File: config.mk
export PLATFORM = sky130hd
export DESIGN_NAME = sorted_keyed_count_table_unit
export DESIGN_NICKNAME = d
export VERILOG_FILES = /design/src/hdl/skct_pkg.sv /design/src/hdl/sorted_keyed_count_table_unit.sv
export SDC_FILE = /design/constraint.sdc
export NUM_CORES = 2
export LEC_CHECK = 0
export BUFFER_PORTS_ARGS = -buffer_cell sky130_fd_sc_hd__buf_4
export CORE_MARGIN = 10
export CORE_UTILIZATION = 60
export DETAILED_ROUTE_END_ITERATION = 12
export PLACE_DENSITY = 0.8
export SLEW_MARGIN = 10
export SYNTH_ARGS = -nofsm -noshare
export SYNTH_HDL_FRONTEND = slang
export SYNTH_SLANG_ARGS = --single-unit
File: constraint.sdc
create_clock -name i_clk -period 13.64 [get_ports i_clk]
set_input_delay 0.682 -clock i_clk [delete_from_list [all_inputs] [get_ports i_clk]]
set_output_delay 0.682 -clock i_clk [all_outputs]
set_load 0.05 [all_outputs]
File: src/hdl/skct_pkg.sv
`default_nettype none

package skct_pkg;

    localparam int KEY_W     = 16;
    localparam int CNT_W     = 16;
    localparam int USED_W    = 7;
    localparam int STAT_W    = 2;
    localparam int DEF_DEPTH = 64;

    localparam logic [CNT_W-1:0] CNT_MAX = {CNT_W{1'b1}};

    localparam logic CMD_STORE   = 1'b0;
    localparam logic CMD_CONSUME = 1'b1;

    localparam logic [STAT_W-1:0] ST_OK        = 2'd0;
    localparam logic [STAT_W-1:0] ST_FULL      = 2'd1;
    localparam logic [STAT_W-1:0] ST_NOT_FOUND = 2'd2;
    localparam logic [STAT_W-1:0] ST_SAT       = 2'd3;

    typedef struct packed {
        logic [KEY_W-1:0] key;
        logic [CNT_W-1:0] count;
    } t_entry;

    typedef enum logic [3:0] {
        S_IDLE,
        S_SCAN_RD,
        S_SCAN_CHK,
        S_RESOLVE,
        S_INS_RD,
        S_INS_WR,
        S_INS_PUT,
        S_RM_RD,
        S_RM_WR,
        S_OUT
    } t_state;

endpackage

`default_nettype wire

File: src/hdl/sorted_keyed_count_table_unit.sv
`default_nettype none

// Sorted key/count table. Entries (16-bit key, 16-bit count) live in one
// single-port-write, single-port-read memory in ascending key order, and a
// fill count marks how many are in use, so nothing is cleared after reset.
// A store adds to the matching entry (saturating at the count maximum) or,
// when the table has room and the amount is nonzero, inserts a new entry in
// order; a consume takes min(count, amount) and removes the entry when its
// count drops to zero. A small sequencer walks the memory one entry at a
// time (read, then check or move): it scans up to the key or its insertion
// point, then moves entries for an insert or a removal. Input ready is high
// only while the sequencer is idle; the result sits in an output register,
// so the next item can be taken while it waits, and that item stalls in its
// output state until the output register is free.
module sorted_keyed_count_table_unit #(
    parameter int DEPTH = skct_pkg::DEF_DEPTH
) (
    input  wire                         i_clk,
    input  wire                         i_rst_n,
    // input channel
    input  wire                         i_valid,
    output logic                        o_ready,
    input  wire                         i_cmd,
    input  wire  [skct_pkg::KEY_W-1:0]  i_key,
    input  wire  [skct_pkg::CNT_W-1:0]  i_amount,
    // result channel
    output logic                        o_valid,
    input  wire                         i_ready,
    output logic [skct_pkg::CNT_W-1:0]  o_taken,
    output logic [skct_pkg::CNT_W-1:0]  o_remaining,
    output logic [skct_pkg::USED_W-1:0] o_entries_used,
    output logic [skct_pkg::STAT_W-1:0] o_status
);

    localparam int AW = (DEPTH > 1) ? $clog2(DEPTH) : 1;
    localparam int CW = $clog2(DEPTH + 1);
    localparam int KW = skct_pkg::KEY_W;
    localparam int NW = skct_pkg::CNT_W;

    // entry memory, no reset: only entries below the fill count are used
    skct_pkg::t_entry r_mem [DEPTH];
    skct_pkg::t_entry r_rd;

    skct_pkg::t_state r_state, n_state;

    // latched item
    logic          r_cmd;
    logic [KW-1:0] r_key;
    logic [NW-1:0] r_amt;

    // sequencer datapath
    logic [AW-1:0] r_idx, n_idx;     // scan / move pointer
    logic [AW-1:0] r_pos, n_pos;     // match or insertion point
    logic          r_found, n_found;
    logic [NW-1:0] r_have, n_have;
    logic [CW-1:0] r_occ, n_occ;     // fill count

    // pending result
    logic [NW-1:0]                 r_taken, n_taken;
    logic [NW-1:0]                 r_rem, n_rem;
    logic [skct_pkg::STAT_W-1:0]   r_stat, n_stat;

    // output register
    logic                          r_o_valid, n_o_valid;
    logic [NW-1:0]                 r_o_taken, n_o_taken;
    logic [NW-1:0]                 r_o_rem, n_o_rem;
    logic [skct_pkg::USED_W-1:0]   r_o_used, n_o_used;
    logic [skct_pkg::STAT_W-1:0]   r_o_stat, n_o_stat;

    // memory controls
    logic                    w_we;
    logic [AW-1:0]           w_waddr;
    logic [AW-1:0]           w_raddr;
    skct_pkg::t_entry        w_wdata;

    logic w_in_xfer;
    logic w_out_free;

    // shared compare / add unit
    logic              w_key_eq;
    logic              w_key_gt;
    logic              w_scan_last;
    logic [NW:0]       w_sum;
    logic              w_sat;
    logic [NW-1:0]     w_min;
    logic [NW-1:0]     w_left;
    logic              w_ins_at_end;
    logic              w_rm_last;
    logic              w_rm_done;
    logic              w_ins_done;
    logic [AW-1:0]     w_idx_dn;
    logic [AW-1:0]     w_idx_up;

    assign o_ready    = (r_state == skct_pkg::S_IDLE);
    assign w_in_xfer  = i_valid && o_ready;
    assign w_out_free = !r_o_valid || i_ready;

    assign w_key_eq    = (r_rd.key == r_key);
    assign w_key_gt    = (r_rd.key > r_key);
    assign w_scan_last = ((CW+1)'(r_idx) + (CW+1)'(1)) == (CW+1)'(r_occ);

    assign w_sum  = (NW+1)'(r_have) + (NW+1)'(r_amt);
    assign w_sat  = w_sum[NW];
    assign w_min  = (r_have < r_amt) ? r_have : r_amt;
    assign w_left = r_have - w_min;

    assign w_ins_at_end = (CW'(r_pos) == r_occ);
    // removal with nothing above the removed entry
    assign w_rm_last    = ((CW+1)'(r_pos) + (CW+1)'(1)) == (CW+1)'(r_occ);
    // last move of a removal: the entry just written was the top one minus one
    assign w_rm_done    = ((CW+1)'(r_idx) + (CW+1)'(2)) == (CW+1)'(r_occ);

    assign w_idx_dn   = r_idx - AW'(1);
    assign w_idx_up   = r_idx + AW'(1);
    assign w_ins_done = (w_idx_dn == r_pos);

    // next state
    always_comb begin
        n_state = r_state;
        case (r_state)
            skct_pkg::S_IDLE: begin
                if (w_in_xfer) begin
                    n_state = (r_occ == '0) ? skct_pkg::S_RESOLVE : skct_pkg::S_SCAN_RD;
                end
            end
            skct_pkg::S_SCAN_RD: begin
                n_state = skct_pkg::S_SCAN_CHK;
            end
            skct_pkg::S_SCAN_CHK: begin
                if (w_key_eq || w_key_gt || w_scan_last) begin
                    n_state = skct_pkg::S_RESOLVE;
                end else begin
                    n_state = skct_pkg::S_SCAN_RD;
                end
            end
            skct_pkg::S_RESOLVE: begin
                n_state = skct_pkg::S_OUT;
                if (r_cmd == skct_pkg::CMD_STORE) begin
                    if (!r_found && (r_occ != CW'(DEPTH)) && (r_amt != '0)
                        && !w_ins_at_end) begin
                        n_state = skct_pkg::S_INS_RD;
                    end
                end else if (r_found && (w_left == '0) && !w_rm_last) begin
                    n_state = skct_pkg::S_RM_RD;
                end
            end
            skct_pkg::S_INS_RD: begin
                n_state = skct_pkg::S_INS_WR;
            end
            skct_pkg::S_INS_WR: begin
                n_state = w_ins_done ? skct_pkg::S_INS_PUT : skct_pkg::S_INS_RD;
            end
            skct_pkg::S_INS_PUT: begin
                n_state = skct_pkg::S_OUT;
            end
            skct_pkg::S_RM_RD: begin
                n_state = skct_pkg::S_RM_WR;
            end
            skct_pkg::S_RM_WR: begin
                n_state = w_rm_done ? skct_pkg::S_OUT : skct_pkg::S_RM_RD;
            end
            skct_pkg::S_OUT: begin
                if (w_out_free) begin
                    n_state = skct_pkg::S_IDLE;
                end
            end
            default: begin
                n_state = skct_pkg::S_IDLE;
            end
        endcase
    end

    // datapath and memory controls
    always_comb begin
        n_idx     = r_idx;
        n_pos     = r_pos;
        n_found   = r_found;
        n_have    = r_have;
        n_occ     = r_occ;
        n_taken   = r_taken;
        n_rem     = r_rem;
        n_stat    = r_stat;
        n_o_valid = r_o_valid;
        n_o_taken = r_o_taken;
        n_o_rem   = r_o_rem;
        n_o_used  = r_o_used;
        n_o_stat  = r_o_stat;
        w_we      = 1'b0;
        w_waddr   = r_pos;
        w_raddr   = r_idx;
        w_wdata   = '{key: r_key, count: r_amt};

        if (r_o_valid && i_ready) begin
            n_o_valid = 1'b0;
        end

        case (r_state)
            skct_pkg::S_IDLE: begin
                n_idx   = '0;
                n_pos   = '0;
                n_found = 1'b0;
                n_have  = '0;
            end
            skct_pkg::S_SCAN_RD: begin
                w_raddr = r_idx;
            end
            skct_pkg::S_SCAN_CHK: begin
                if (w_key_eq) begin
                    n_found = 1'b1;
                    n_pos   = r_idx;
                    n_have  = r_rd.count;
                end else if (w_key_gt) begin
                    n_pos   = r_idx;
                end else if (w_scan_last) begin
                    // past the top entry; unused when the table is full
                    n_pos   = AW'(r_occ);
                end else begin
                    n_idx   = w_idx_up;
                end
            end
            skct_pkg::S_RESOLVE: begin
                n_taken = '0;
                n_rem   = '0;
                n_stat  = skct_pkg::ST_OK;
                if (r_cmd == skct_pkg::CMD_STORE) begin
                    if (r_found) begin
                        w_we    = 1'b1;
                        w_wdata = '{key: r_key,
                                    count: w_sat ? skct_pkg::CNT_MAX : w_sum[NW-1:0]};
                        n_rem   = w_sat ? skct_pkg::CNT_MAX : w_sum[NW-1:0];
                        n_stat  = w_sat ? skct_pkg::ST_SAT : skct_pkg::ST_OK;
                    end else if (r_occ == CW'(DEPTH)) begin
                        n_stat  = skct_pkg::ST_FULL;
                    end else if (r_amt != '0) begin
                        n_rem   = r_amt;
                        if (w_ins_at_end) begin
                            w_we  = 1'b1;
                            n_occ = r_occ + CW'(1);
                        end else begin
                            // move entries up from the top down to the slot
                            n_idx = AW'(r_occ);
                        end
                    end
                end else begin
                    if (!r_found) begin
                        n_stat = skct_pkg::ST_NOT_FOUND;
                    end else begin
                        n_taken = w_min;
                        n_rem   = w_left;
                        if (w_left != '0) begin
                            w_we    = 1'b1;
                            w_wdata = '{key: r_key, count: w_left};
                        end else if (w_rm_last) begin
                            n_occ = r_occ - CW'(1);
                        end else begin
                            // close the gap from the removed slot upward
                            n_idx = r_pos;
                        end
                    end
                end
            end
            skct_pkg::S_INS_RD: begin
                w_raddr = w_idx_dn;
            end
            skct_pkg::S_INS_WR: begin
                w_we    = 1'b1;
                w_waddr = r_idx;
                w_wdata = r_rd;
                n_idx   = w_idx_dn;
            end
            skct_pkg::S_INS_PUT: begin
                w_we    = 1'b1;
                w_waddr = r_pos;
                w_wdata = '{key: r_key, count: r_amt};
                n_occ   = r_occ + CW'(1);
            end
            skct_pkg::S_RM_RD: begin
                w_raddr = w_idx_up;
            end
            skct_pkg::S_RM_WR: begin
                w_we    = 1'b1;
                w_waddr = r_idx;
                w_wdata = r_rd;
                n_idx   = w_idx_up;
                if (w_rm_done) begin
                    n_occ = r_occ - CW'(1);
                end
            end
            skct_pkg::S_OUT: begin
                if (w_out_free) begin
                    n_o_valid = 1'b1;
                    n_o_taken = r_taken;
                    n_o_rem   = r_rem;
                    n_o_used  = skct_pkg::USED_W'(r_occ);
                    n_o_stat  = r_stat;
                end
            end
            default: begin
            end
        endcase
    end

    // entry memory
    always_ff @(posedge i_clk) begin
        if (w_we) begin
            r_mem[w_waddr] <= w_wdata;
        end
        r_rd <= r_mem[w_raddr];
    end

    // control state
    always_ff @(posedge i_clk) begin
        if (!i_rst_n) begin
            r_state   <= skct_pkg::S_IDLE;
            r_occ     <= '0;
            r_o_valid <= 1'b0;
        end else begin
            r_state   <= n_state;
            r_occ     <= n_occ;
            r_o_valid <= n_o_valid;
        end
    end

    // payload registers
    always_ff @(posedge i_clk) begin
        if (w_in_xfer) begin
            r_cmd <= i_cmd;
            r_key <= i_key;
            r_amt <= i_amount;
        end
        r_idx     <= n_idx;
        r_pos     <= n_pos;
        r_found   <= n_found;
        r_have    <= n_have;
        r_taken   <= n_taken;
        r_rem     <= n_rem;
        r_stat    <= n_stat;
        r_o_taken <= n_o_taken;
        r_o_rem   <= n_o_rem;
        r_o_used  <= n_o_used;
        r_o_stat  <= n_o_stat;
    end

    assign o_valid        = r_o_valid;
    assign o_taken        = r_o_taken;
    assign o_remaining    = r_o_rem;
    assign o_entries_used = r_o_used;
    assign o_status       = r_o_stat;

endmodule

`default_nettype wire

==> summary.md <==
| Metric | Value |
|---|---|
| Area of the multi-input gates | ~23000 µm² |
| Fmax | between 100 and 150 MHz |
| Status | completed |
| Hold Path Class | in -> reg |
| Sequential share of the synthesized area | 0.735 |
| Final min period | between 8 and 9 ns |
| Die height | 408 µm |
| CTS tree | yes |
| Clock latency on the worst-skew pair | about 0.86 ns |
| Sinks on the clock net | approximately 2200 |
| Antenna violations before repair | 10 |
| H-tree depth | 4 |
| Gr ovfl total | 0 |
| Max stage delay on crit path | 1.09 ns |
| DR vias/cell | 6.91 |
| Die W | approximately 410 µm |
| Clock root cell | clkbuf_16 |
| Final ANT Viol Nets | 0 |
| Startpoint types | register |
| DRC violations left | 0 |
| Initial Util | 0.604 |
| # port buffers | a little under 80 |
| Most used DFF post-synth | edfxtp_1 |
| Gr usage total | 0.285 |
| Number of synthesized register bits | about 2200 |
| CP max FO | 40 |
| Syn_nets | 4571 |
| CP endpoint kind | register |
| Required time of the critical path | around 14 ns |
| Reg2reg start | r_amt[15] |
| Die area | ~170000 µm² |
| Pwr/cell area | approximately 220 nW/µm² |
| Cell Chain, Critical Path | inv_1, ha_1, nand4_1, nor3_1, a2111oi_0, o31ai_2, buf_4, nand2_1, o21ai_0, ha_1, fa_1, nand2b_1, a21oi_1, o311ai_1, a21oi_1, nor3_1, nor3_4, nor4b_2, a21oi_1, o31ai_4, buf_4 |
| Total CTS buffers | just over 200 |
| Worst hold margin | just under 0.06 ns |
| Post-synthesis xor/xnor area fraction | 0.00540 |
| Sw frac | 0.356 |
| CP max stage cell | o31ai_4 |
| Synthesized area | roughly 90000 µm² |
| Avg WL per Cell | approximately 35 µm |
| First-pass GRT wire length | approximately 340000 µm |
| Post-synthesis instance total | between 4000 and 5000 |
| Post-synth EDFFs | roughly 2200 |
| Rel. slew slack | 0.0869 |
| Most frequent CP cell | a21oi_1 |
| DRT Wirelength | 239000 µm |
| Final setup TNS | 0 ns |
| Worst Setup SP | r_amt[15] |
| Syn_area_per_cell | approximately 20 µm² |
| Detailed placement HPWL | 139000 µm |
| Cell internal pwr | between 10 and 15 mW |
| Cell variety after synth | 91 |
| Nets | around 4800 |
| Yosys Warn Count | 0 |
| Starting DRT DRC Count | around 7800 |
| # resized after CTS | 0 |
| Endpoints failing hold | 0 |
| Largest net degree at the start of global routing | around 150 |
| Leak | 33.9 nW |
| Adder-cell share of the synthesized area | 0.0105 |
| Setup Viol. Count Final | 0 |
| Power share of the clock group | 0.258 |
| Longest Clk Path Bufs | 3 |
| Max Cap Viol | 0 |
| Complex-gate fraction of the synthesized area | 0.0254 |
| Maximum VDD drop | ~0.00024 V |
| Filler cells | 9009 |
| FF/Latch Area | 66500 µm² |
| Post-synth ARST share | 0 |
| Rows | between 100 and 150 |
| Area grow syn2layout | 12.1% |
| Worst Path Class, Setup | reg -> reg |
| Clk pin slew, worst setup/hold paths | around 0.060 ns |
| Setup Skew | about 0.05 ns |
| Simple-Gate Fraction of Synth Area | 0.0238 |
| Least-Margin Pin Slew | 1.36 ns |
| Number of global-route vias before repair | between 40000 and 50000 |
| Crit path DAT | a little under 9 ns |
| R2r setup slk | about 5.6 ns |
| I/O pin count | 80 |
| WHS Path Cells | 1 |
| Worst r2r dst | r_mem[57][14] |
| Commonest cells after routing, fill and taps aside | edfxtp_1, mux2i_1, mux4_2 |
| Register-to-Register Path Depth | 21 |
| 1st-pass router iterations | 7 |
| Share of cells above drive strength 1 | 0.244 |
| Commonest non-fill, non-tap cell in the layout | edfxtp_1 |
| Post-synthesis mux area share | 0.185 |
| Vias post-DR | 47472 |
| Combinational power share | 0.351 |
| RSZ-0062 raised after global routing | no |
| Max-slew violations | 0 |
| Largest family of logic cells by synthesized area | multiplexers |
| Worst Setup EP | r_mem[57][14] |
| Placer's final routability congestion estimate | 0.921 |
| Final period util | 0.593 |
| Core area | 150000 µm² |
| Flop pwr share | 0.391 |
| NetSw | 7.94 mW |
metrics by stage:
stage,setup slack [ns],util,instances,cell area [µm²],total power [mW]
after CTS,5.71,0.677,6869,101000,22.2
after floorplan,5.50,-,4459,90400,13.6
final,5.55,0.677,6873,101000,22.3
after global routing,5.22,0.677,6870,101000,22.9
after global placement,6.00,0.630,6466,94400,16.3
after detailed placement,5.74,0.630,6466,94400,16.4
critical path: cells and delay by family, from the launching register on:
kind                     cells  cell delay, ns
buffers and inverters        3            1.02
AND/OR/NAND/NOR              7            1.74
adder cells (fa/ha/maj)      3            1.06
AO/OA/AOI/OAI                8            3.38
flip-flops                   1            0.49
final cells by class:
| class | instances | area share |
|---|---|---|
| antenna | 3 | 0.0000740 |
| clock buffer | 245 | 0.0527 |
| clock inverter | 139 | 0.0138 |
| inverter | 69 | 0.00255 |
| multi-input combinational | 1925 | 0.231 |
| sequential | 2229 | 0.656 |
| tap | 2016 | 0.0249 |
| timing repair buffer | 247 | 0.0197 |
cells by family (layout without fill, tap and decap cells):
group                    after synthesis  in the layout
other                                  0              3
XOR/XNOR                              54             54
adder cells (fa/ha/maj)               75             75
AO/OA/AOI/OAI                        332            332
multiplexers                        1029           1029
AND/OR/NAND/NOR                      435            435
buffers and inverters                305            700
flip-flops                          2229           2229
cells in the mapped netlist, types with 14 or more instances:
| cell | instances | area share |
|---|---|---|
| nor4_1 | 14 | 0.00097 |
| xnor2_1 | 33 | 0.0032 |
| nand2_1 | 99 | 0.0041 |
| a21oi_1 | 75 | 0.0042 |
| nor3_1 | 93 | 0.0051 |
| buf_2 | 119 | 0.0066 |
| nor2_1 | 113 | 0.0047 |
| buf_1 | 26 | 0.0011 |
| mux2i_1 | 515 | 0.057 |
| nand3_1 | 17 | 0.00094 |
| ha_1 | 73 | 0.010 |
| and2_1 | 20 | 0.0014 |
| xor2_1 | 19 | 0.0018 |
| o21ai_0 | 72 | 0.0040 |
| clkbuf_1 | 83 | 0.0034 |
| dfxtp_1 | 44 | 0.0097 |
| edfxtp_1 | 2185 | 0.73 |
| o31ai_1 | 18 | 0.0015 |
| nand2b_1 | 17 | 0.0012 |
| inv_1 | 67 | 0.0028 |
| mux4_2 | 512 | 0.13 |
worst min path at each step:
stage                     endpoint          from
CTS                       r_amt[2]   i_amount[2]
finish                    r_amt[2]   i_amount[2]
floorplan           o_remaining[0]      r_rem[0]
global route             r_amt[15]  i_amount[15]
global placement    o_remaining[8]      r_rem[8]
detailed placement      o_taken[0]    r_taken[0]
flip-flops by register name, indices dropped and copies added (netlist names):
signal	flops
o_entries_used	7
r_rd	32
o_remaining	16
r_amt	16
r_occ	7
r_cmd	1
o_status	2
o_taken	16
r_pos	6
o_valid	1
r_mem	2048
r_have	16
r_found	1
r_key	16
r_state	4
r_rem	16
r_stat	2
r_taken	16
r_idx	6
power by group through the flow:
stage / Sequential (mW) / Combinational, mW / Clock, mW
5_1_grt: 8.74 / 8.12 / 6.05
3_3_place_gp: 8.83 / 7.46 / 0
3_5_place_dp: 8.85 / 7.58 / 0
6_report: 8.73 / 7.84 / 5.75
2_1_floorplan: 8.80 / 4.78 / 0
4_1_cts: 8.71 / 7.68 / 5.80
routing by layer:
metal | share of wire | vias to the layer above | global-route usage
li1 | - | 18861 | -
met1 | 0.37 | 24569 | 0.410
met2 | 0.45 | 3615 | 0.422
met4 | 0.038 | 8 | 0.0979
met3 | 0.14 | 419 | 0.0799
met5 | 0.00024 | - | 0
repair_timing:
action / CTS / global route
hold buffers: 19 / 0
buffers inserted: 0 / 0
hold endpoints to repair: 19 / 0
Note: power is estimated with default switching activity, not from simulation.
